**src/rtl/core/fdfp_pkg.sv**
```systemverilog
package fdfp_pkg;

    // Frame framing bytes
    localparam logic [7:0] SYNC_FIRST    = 8'h05;
    localparam logic [7:0] SYNC_SECOND   = 8'h02;
    localparam logic [7:0] LEN_CHECK     = 8'hFF;
    localparam logic [7:0] TYPE_PRIMARY  = 8'h01;
    localparam logic [7:0] TYPE_ATTITUDE = 8'h03;

    // Byte positions of the frame header
    localparam logic [8:0] POS_HUNT    = 9'd0;
    localparam logic [8:0] POS_SYNC_B  = 9'd1;
    localparam logic [8:0] POS_LEN     = 9'd2;
    localparam logic [8:0] POS_LEN_INV = 9'd3;
    localparam logic [8:0] POS_BODY    = 9'd4;

    localparam logic [8:0] LEN_ZERO_AS  = 9'd256;
    localparam logic [8:0] LEN_EXTRA    = 9'd20;
    localparam logic [8:0] PRIMARY_LEN  = 9'd44;
    localparam logic [8:0] ATTITUDE_LEN = 9'd40;

    localparam logic [7:0] HOUR_MAX   = 8'd23;
    localparam logic [7:0] MINSEC_MAX = 8'd59;

    // Only bytes up to the time fields are ever decoded
    localparam int STORE_DEPTH = 35;
    localparam int STORE_AW    = 6;

    localparam logic KIND_PRIMARY  = 1'b0;
    localparam logic KIND_ATTITUDE = 1'b1;

    // Q.16 scale factors with SCALE_FRAC fraction bits, truncated
    localparam int SCALE_FRAC = 34;
    // 0.05399565 * 65536 = 276457728 / 78125
    localparam logic [47:0] COEF_KNOT =
        48'((64'd276457728 << SCALE_FRAC) / 64'd78125);
    // 0.1 * 65536 = 32768 / 5
    localparam logic [47:0] COEF_TENTH =
        48'((64'd1 << (SCALE_FRAC + 15)) / 64'd5);
    // 0.01 * 65536 = 16384 / 25
    localparam logic [47:0] COEF_HUNDREDTH =
        48'((64'd1 << (SCALE_FRAC + 14)) / 64'd25);

    typedef struct packed {
        logic        kind;
        logic [15:0] w_a;
        logic [15:0] w_b;
        logic [31:0] w_c;
        logic [15:0] w_d;
        logic [15:0] w_e;
        logic [15:0] w_f;
        logic        time_ok;
        logic [4:0]  hour;
        logic [5:0]  minute;
        logic [5:0]  second;
    } t_raw;

    typedef struct packed {
        logic done;
        t_raw raw;
    } t_frame_evt;

    // round(word * coef / 2^SCALE_FRAC), symmetric about zero, 48-bit result
    function automatic logic [47:0] q16_scale(input logic [15:0] word,
                                              input logic        is_signed,
                                              input logic [47:0] coef);
        logic        neg;
        logic [16:0] sx;
        logic [16:0] mag;
        logic [64:0] prod;
        logic [47:0] q;
        neg  = is_signed & word[15];
        sx   = {neg, word};
        mag  = neg ? (~sx + 17'd1) : sx;
        prod = 65'(mag) * 65'(coef) + (65'd1 << (SCALE_FRAC - 1));
        q    = {17'd0, prod[SCALE_FRAC+30:SCALE_FRAC]};
        return neg ? (~q + 48'd1) : q;
    endfunction

    function automatic logic [47:0] q16_int16(input logic [15:0] word);
        return {{16{word[15]}}, word, 16'h0000};
    endfunction

endpackage

```
**src/rtl/core/flight_data_frame_parser_unit.sv**
```systemverilog
// Channel  | Direction | Handshake                  | Payload
// rx byte  | in        | i_in_valid / o_in_stall    | i_rx_byte
// frame    | out       | o_out_valid / i_out_stall  | o_frame_kind .. o_second
//
// One byte is taken per cycle while o_in_stall is low. A frame result passes from its
// final byte through the field capture register, then through the constant
// multipliers into the output register.
// Reset (synchronous, active low) drops any partial frame and empties both stages.
// A stalled output holds; the input stalls only once both stages are full.
module flight_data_frame_parser_unit (
    input  logic         i_clk,
    input  logic         i_rst_n,
    input  logic         i_in_valid,
    output logic         o_in_stall,
    input  logic [7:0]   i_rx_byte,
    output logic         o_out_valid,
    input  logic         i_out_stall,
    output logic         o_frame_kind,
    output logic [47:0]  o_value_a,
    output logic [47:0]  o_value_b,
    output logic [47:0]  o_value_c,
    output logic [47:0]  o_value_d,
    output logic [47:0]  o_value_e,
    output logic [47:0]  o_value_f,
    output logic         o_time_valid,
    output logic [4:0]   o_hour,
    output logic [5:0]   o_minute,
    output logic [5:0]   o_second
);
    import fdfp_pkg::*;

    t_frame_evt evt;
    t_raw       r_cap;
    logic       r_cap_vld;
    logic       r_out_vld;
    logic       out_adv;
    logic       cap_free;
    logic       take;

    logic        r_kind;
    logic [47:0] r_value_a, r_value_b, r_value_c, r_value_d, r_value_e, r_value_f;
    logic        r_time_valid;
    logic [4:0]  r_hour;
    logic [5:0]  r_minute, r_second;

    logic [47:0] n_value_a, n_value_b, n_value_c, n_value_d, n_value_e, n_value_f;

    // Advance the output when empty or taken; the capture stage follows it
    assign out_adv  = !r_out_vld || !i_out_stall;
    assign cap_free = !r_cap_vld || out_adv;
    assign take     = i_in_valid && cap_free;

    assign o_in_stall = !cap_free;

    fdfp_framer u_framer (
        .i_clk     (i_clk),
        .i_rst_n   (i_rst_n),
        .i_take    (take),
        .i_rx_byte (i_rx_byte),
        .o_evt     (evt)
    );

    // Capture stage: hold the raw fields of a completed frame
    always_ff @(posedge i_clk) begin
        if (!i_rst_n) begin
            r_cap_vld <= 1'b0;
        end else if (cap_free) begin
            r_cap_vld <= take && evt.done;
        end
    end

    always_ff @(posedge i_clk) begin
        if (cap_free) begin
            r_cap <= evt.raw;
        end
    end

    // Scale stage: constant multiplies for the values that need scaling, coefficient chosen by kind
    always_comb begin
        if (r_cap.kind == KIND_ATTITUDE) begin
            n_value_a = q16_scale(r_cap.w_a, 1'b0, COEF_TENTH);
            n_value_b = q16_scale(r_cap.w_b, 1'b1, COEF_TENTH);
            n_value_c = q16_scale(r_cap.w_c[15:0], 1'b1, COEF_TENTH);
            n_value_d = q16_scale(r_cap.w_d, 1'b1, COEF_HUNDREDTH);
            n_value_e = q16_scale(r_cap.w_e, 1'b1, COEF_HUNDREDTH);
            n_value_f = 48'd0;
        end else begin
            n_value_a = q16_scale(r_cap.w_a, 1'b0, COEF_KNOT);
            n_value_b = q16_scale(r_cap.w_b, 1'b0, COEF_KNOT);
            n_value_c = {r_cap.w_c, 16'h0000};
            n_value_d = q16_int16(r_cap.w_d);
            n_value_e = q16_int16(r_cap.w_e);
            n_value_f = q16_int16(r_cap.w_f);
        end
    end

    always_ff @(posedge i_clk) begin
        if (!i_rst_n) begin
            r_out_vld <= 1'b0;
        end else if (out_adv) begin
            r_out_vld <= r_cap_vld;
        end
    end

    always_ff @(posedge i_clk) begin
        if (out_adv && r_cap_vld) begin
            r_kind       <= r_cap.kind;
            r_value_a    <= n_value_a;
            r_value_b    <= n_value_b;
            r_value_c    <= n_value_c;
            r_value_d    <= n_value_d;
            r_value_e    <= n_value_e;
            r_value_f    <= n_value_f;
            r_time_valid <= r_cap.time_ok;
            r_hour       <= r_cap.hour;
            r_minute     <= r_cap.minute;
            r_second     <= r_cap.second;
        end
    end

    assign o_out_valid  = r_out_vld;
    assign o_frame_kind = r_kind;
    assign o_value_a    = r_value_a;
    assign o_value_b    = r_value_b;
    assign o_value_c    = r_value_c;
    assign o_value_d    = r_value_d;
    assign o_value_e    = r_value_e;
    assign o_value_f    = r_value_f;
    assign o_time_valid = r_time_valid;
    assign o_hour       = r_hour;
    assign o_minute     = r_minute;
    assign o_second     = r_second;

endmodule

```
**src/rtl/core/fdfp_framer.sv**
```systemverilog
module fdfp_framer (
    input  logic                 i_clk,
    input  logic                 i_rst_n,
    input  logic                 i_take,
    input  logic [7:0]           i_rx_byte,
    output fdfp_pkg::t_frame_evt o_evt
);
    import fdfp_pkg::*;

    logic [8:0] r_count, n_count;
    logic [8:0] r_len, n_len;
    logic [7:0] r_store [STORE_DEPTH];

    logic [8:0] count_inc;
    logic [8:0] len_dec;
    logic       last;
    logic       is_pri;
    logic       is_att;
    logic       time_ok;

    // Header hunt and body count
    always_comb begin
        n_count   = r_count;
        n_len     = r_len;
        count_inc = r_count + 9'd1;
        len_dec   = (r_store[2] == 8'h00) ? LEN_ZERO_AS : {1'b0, r_store[2]};
        last      = 1'b0;
        if (i_take) begin
            if (r_count == POS_HUNT) begin
                if (i_rx_byte == SYNC_FIRST) n_count = POS_SYNC_B;
            end else if (r_count == POS_SYNC_B) begin
                n_count = (i_rx_byte == SYNC_SECOND) ? POS_LEN : POS_HUNT;
            end else if (r_count == POS_LEN) begin
                n_count = POS_LEN_INV;
            end else if (r_count == POS_LEN_INV) begin
                if ((r_store[2] ^ i_rx_byte) == LEN_CHECK) begin
                    n_count = POS_BODY;
                    n_len   = len_dec + LEN_EXTRA;
                end else begin
                    n_count = POS_HUNT;
                end
            end else if (count_inc == r_len) begin
                n_count = POS_HUNT;
                last    = 1'b1;
            end else begin
                n_count = count_inc;
            end
        end
    end

    always_ff @(posedge i_clk) begin
        if (!i_rst_n) begin
            r_count <= POS_HUNT;
            r_len   <= 9'd0;
        end else begin
            r_count <= n_count;
            r_len   <= n_len;
        end
    end

    // Keep the low bytes of the frame; later ones are never decoded
    always_ff @(posedge i_clk) begin
        if (i_take && (r_count < 9'(STORE_DEPTH))) begin
            r_store[r_count[STORE_AW-1:0]] <= i_rx_byte;
        end
    end

    // Pick out the fields; the final byte of a good frame is never a field
    always_comb begin
        is_pri  = (r_store[4] == TYPE_PRIMARY) && (r_len == PRIMARY_LEN);
        is_att  = (r_store[4] == TYPE_ATTITUDE) && (r_len == ATTITUDE_LEN);
        time_ok = is_pri && (r_store[32] <= HOUR_MAX) && (r_store[33] <= MINSEC_MAX)
                  && (r_store[34] <= MINSEC_MAX);

        o_evt.done     = last && (is_pri || is_att);
        o_evt.raw.kind = is_att ? KIND_ATTITUDE : KIND_PRIMARY;
        if (is_att) begin
            o_evt.raw.w_a = {r_store[9], r_store[8]};
            o_evt.raw.w_b = {r_store[11], r_store[10]};
            o_evt.raw.w_c = {16'h0000, r_store[13], r_store[12]};
            o_evt.raw.w_f = 16'h0000;
        end else begin
            o_evt.raw.w_a = {r_store[17], r_store[16]};
            o_evt.raw.w_b = {r_store[19], r_store[18]};
            o_evt.raw.w_c = {r_store[11], r_store[10], r_store[9], r_store[8]};
            o_evt.raw.w_f = {r_store[29], r_store[28]};
        end
        o_evt.raw.w_d     = {r_store[21], r_store[20]};
        o_evt.raw.w_e     = {r_store[23], r_store[22]};
        o_evt.raw.time_ok = time_ok;
        o_evt.raw.hour    = time_ok ? r_store[32][4:0] : 5'd0;
        o_evt.raw.minute  = time_ok ? r_store[33][5:0] : 6'd0;
        o_evt.raw.second  = time_ok ? r_store[34][5:0] : 6'd0;
    end

endmodule

```
**config.mk**
```make
export PLATFORM = sky130hd
export DESIGN_NAME = flight_data_frame_parser_unit
export DESIGN_NICKNAME = d
export VERILOG_FILES = /design/src/rtl/core/fdfp_pkg.sv /design/src/rtl/core/flight_data_frame_parser_unit.sv /design/src/rtl/core/fdfp_framer.sv
export SDC_FILE = /design/constraint.sdc
export NUM_CORES = 2
export LEC_CHECK = 0
export BUFFER_PORTS_ARGS = -buffer_cell sky130_fd_sc_hd__buf_2
export CAP_MARGIN = 5
export CORE_MARGIN = 1
export CORE_UTILIZATION = 55
export DETAILED_ROUTE_END_ITERATION = 7
export GPL_ROUTABILITY_DRIVEN = 0
export PLACE_DENSITY = 0.72
export SLEW_MARGIN = 20
export SYNTH_ARGS = -nofsm -noshare
export SYNTH_HDL_FRONTEND = slang
export SYNTH_SLANG_ARGS = --single-unit
```
**constraint.sdc**
```tcl
create_clock -name i_clk -period 26 [get_ports i_clk]
set_input_delay 1.3 -clock i_clk [delete_from_list [all_inputs] [get_ports i_clk]]
set_output_delay 1.3 -clock i_clk [all_outputs]
set_load 0.02 [all_outputs]
```
==> flow_summary.yaml <==
outcome:
  run_status: "finished with violations"
  violations: "DRC"
critical_path:
  start_kind: "flop"
  path_class: "reg2reg"
  path_common_cell: "fa_1"
  cp_slowest_stage_delay_ns: 0.73
  cp.required_ns: 26.37
  r2r.worst_path.cells: 32
  critical_path_peak_fanout: 42
  crit_slowest_cell: "clkinv_1"
  arrival_ns: 12.28
  end_kind: "flop"
sta:
  setup_tns_ns: 0
  maxClockFrequency_ghz: 0.08401
  hold_viol_final: 0
  grt_setup_unrepaired: "no"
  finalSetupViolCount: 0
  timing.final.ws_setup_ns: 14.10
  relSlewSlack_pct: 26.23
  fin_crit_ns: 11.90
  worst_pin_slew_ns: 1.098
  timing.final.crit_share_pct: 45.78
  clock_skew_ns: 0.03108
  slew_violations: 0
  timing.hold.ws_ns: 0.4103
yosys:
  async_flop_share_pct: 0
  yosysTopAreaCell: "fa_1"
  yosys_warnings: 0
  synth_top_area_share_pct: 23.01
  synth-compound-area-share_pct: 11.75
  synth.avg_cell_area_um2: 9.986
  yosys-top-cells-area: "fa_1 (23%), edfxtp_1 (21%), ha_1 (18%), inv_1 (6.8%), xnor2_1 (3.1%)"
  synth_area_um2: 79360
  yosysMostFrequentCell: "inv_1"
  ys_seq_area_share_pct: 21.43
  synth_cell_types: 124
  synth-edff-count: 553
  synth-simple-area-share_pct: 11.43
  synth-adder-area-share_pct: 40.51
  synthMuxAreaShare_pct: 1.602
  synth_xor_area_share_pct: 4.958
  synth_top_family_by_area: "adder cells"
  ys.flop_type: "edfxtp_1"
  synth_common_cells: "inv_1 (1,441), ha_1 (1,110), fa_1 (912)"
  synthCells: 7947
  synth-seq-cells: 573
job:
  cap_violations: 0
final_layout:
  num-nets-final: 10180
  drive_gt1_share_pct: 7.999
  areaGrowthSynthToFinish_pct: 6.778
cts:
  cts_resized: 0
  clk_latency_ns: 0.67
  cts_setup_buffers: 0
  cts-hold-fix-buffers: 0
  cts.path.max_buffers: 3
  numClockSinks: 573
  htree_levels: 3
  cts_tree: "done"
  clk_pin_slew_ns: 0.07
  cts_made_buffers: 67
  root_buffer: "clkbuf_16"
place:
  place_ws_ns: 14.44
  place_hpwl_mm: 182.3
  port_buffers: 286
floorplanning:
  start_util_pct: 55.38
  io_pins: 321
  die_area_um2: 145800
  coreArea_um2: 143300
  fp.dieW_um: 381.9
  placementRows: 139
  die_h_um: 381.9
global_route:
  grt_first_pass_wirelength_mm: 345.6
  grt-ovfl-total: 0
  track_usage_pct: 30.42
  grt_antenna_before_repair: 8
  grt_max_degree: 167
  grt_pass1_vias: 61570
power_and_ir_drop:
  leakagePower_nw: 39.64
  peakVddDrop_mv: 0.04931
  power.density_nw_per_um2: 28.70
  finalPower_mw: 2.432
detailed_routing:
  vias: 60570
  drtAntennaViolNets: 0
  wire_per_inst_um: 21.84
  totalWireLength_mm: 220.7
  drtIter0Drc: 5271
  drc: 34
  dr.pass1.iters: 8
  via_per_inst: 5.993
worst_hold_path:
  hold_depth: 0
  hp-class: "reg2reg"
==> state kept, by name, summed over array words and instances, names as in the netlist, 5 cells and up <==
| signal | flops |
|---|---|
| u_framer.r_store | 168 |
| r_cap | 131 |
| o_value_c | 48 |
| o_value_b | 47 |
| o_value_d | 47 |
| o_value_e | 47 |
| o_value_a | 30 |
| o_value_f | 16 |
| u_framer.r_count | 9 |
| u_framer.r_len | 9 |
| o_minute | 6 |
| o_second | 6 |
| o_hour | 5 |
==> metrics by stage <==
stage                     instance area (um^2)  cells  utilization (%)
after floorplan                          79540   7995                -
after global placement                   82600   9982            57.64
after detailed placement                 82600   9982            57.64
after CTS                                84720  10100            59.12
after global routing                     84740  10100            59.13
final                                    84740  10110            59.13
==> path summary, 6_finish.rpt <==
| check | to | start | slack (ns) |
|---|---|---|---|
| worst min register to register | r_cap[62] | u_framer.r_store[21][4] | 0.41 |
| worst max register to register | o_value_d[35] | r_cap[65] | 14.10 |
| worst max-delay path | o_value_d[35] | r_cap[65] | 14.10 |
| worst min-delay path | r_cap[62] | u_framer.r_store[21][4] | 0.41 |
==> where the power goes <==
group          switching [mW]  internal (mW)  total (mW)
combinational           0.332          0.174       0.505
clock                   0.412          0.514       0.926
sequential          0.0000393           1.00        1.00
==> per-layer routing <==
metal  share of wire [%]  GRT usage [%]  up-vias
met5               0.036              0        -
met4                 5.2          13.46       12
met3                 8.9          6.695      615
met2                  45          48.02     2715
met1                  41          40.09    29620
li1                    -              -    27610
==> cells by family (layout without fill, tap and decap cells) <==
family,count (synthesis),in the layout
AOI/OAI and AO/OA,1397,1397
xor gates and xnor gates,446,446
adders and majority gates,2022,2022
buffers and inverters,1693,1899
DFF,573,573
muxes,116,116
other,2,52
and+or+nand+nor,1698,1698
==> layout make-up <==
| class | count | area [um^2] |
|---|---|---|
| fill | 11930 | 58570 |
| multi-input combinational | 5729 | 56010 |
| sequential | 573 | 17010 |
| inverter | 1445 | 5426 |
| tap | 1903 | 2381 |
| timing repair buffer | 332 | 1789 |
| clock buffer | 78 | 1718 |
| clock inverter | 44 | 400.4 |
| antenna | 2 | 5.005 |
==> cells in the final DEF (no fill, tap or decap), types with 65 or more instances in the layout <==
| master | Yosys | final |
|---|---|---|
| a31oi_1 | 77 | 77 |
| and2_1 | 83 | 83 |
| edfxtp_1 | 553 | 553 |
| nand3_1 | 147 | 146 |
| o211ai_1 | 65 | 65 |
| and3_1 | 86 | 86 |
| clkbuf_16 | 0 | 67 |
| xor2_1 | 164 | 164 |
| buf_2 | 27 | 286 |
| a21o_1 | 139 | 139 |
| nand2_1 | 373 | 373 |
| o21ai_0 | 274 | 274 |
| a21oi_1 | 363 | 363 |
| nor3_1 | 139 | 139 |
| xnor2_1 | 279 | 279 |
| fa_1 | 912 | 912 |
| inv_1 | 1441 | 1441 |
| nor2b_1 | 77 | 77 |
| nand4_1 | 115 | 115 |
| ha_1 | 1110 | 1110 |
| nor2_1 | 336 | 336 |
| mux2_2 | 80 | 80 |
==> critical path, delay by kind of cell (launching register included) <==
family	cells	cell delay, ns
flip-flops	1	0.33
buffers and inverters	7	1.63
AND/OR/NAND/NOR	7	2.06
adder cells (fa/ha/maj)	8	3.97
XOR/XNOR	3	1.42
AO/OA/AOI/OAI	7	2.17
Note: power is estimated with default switching activity, not from simulation.
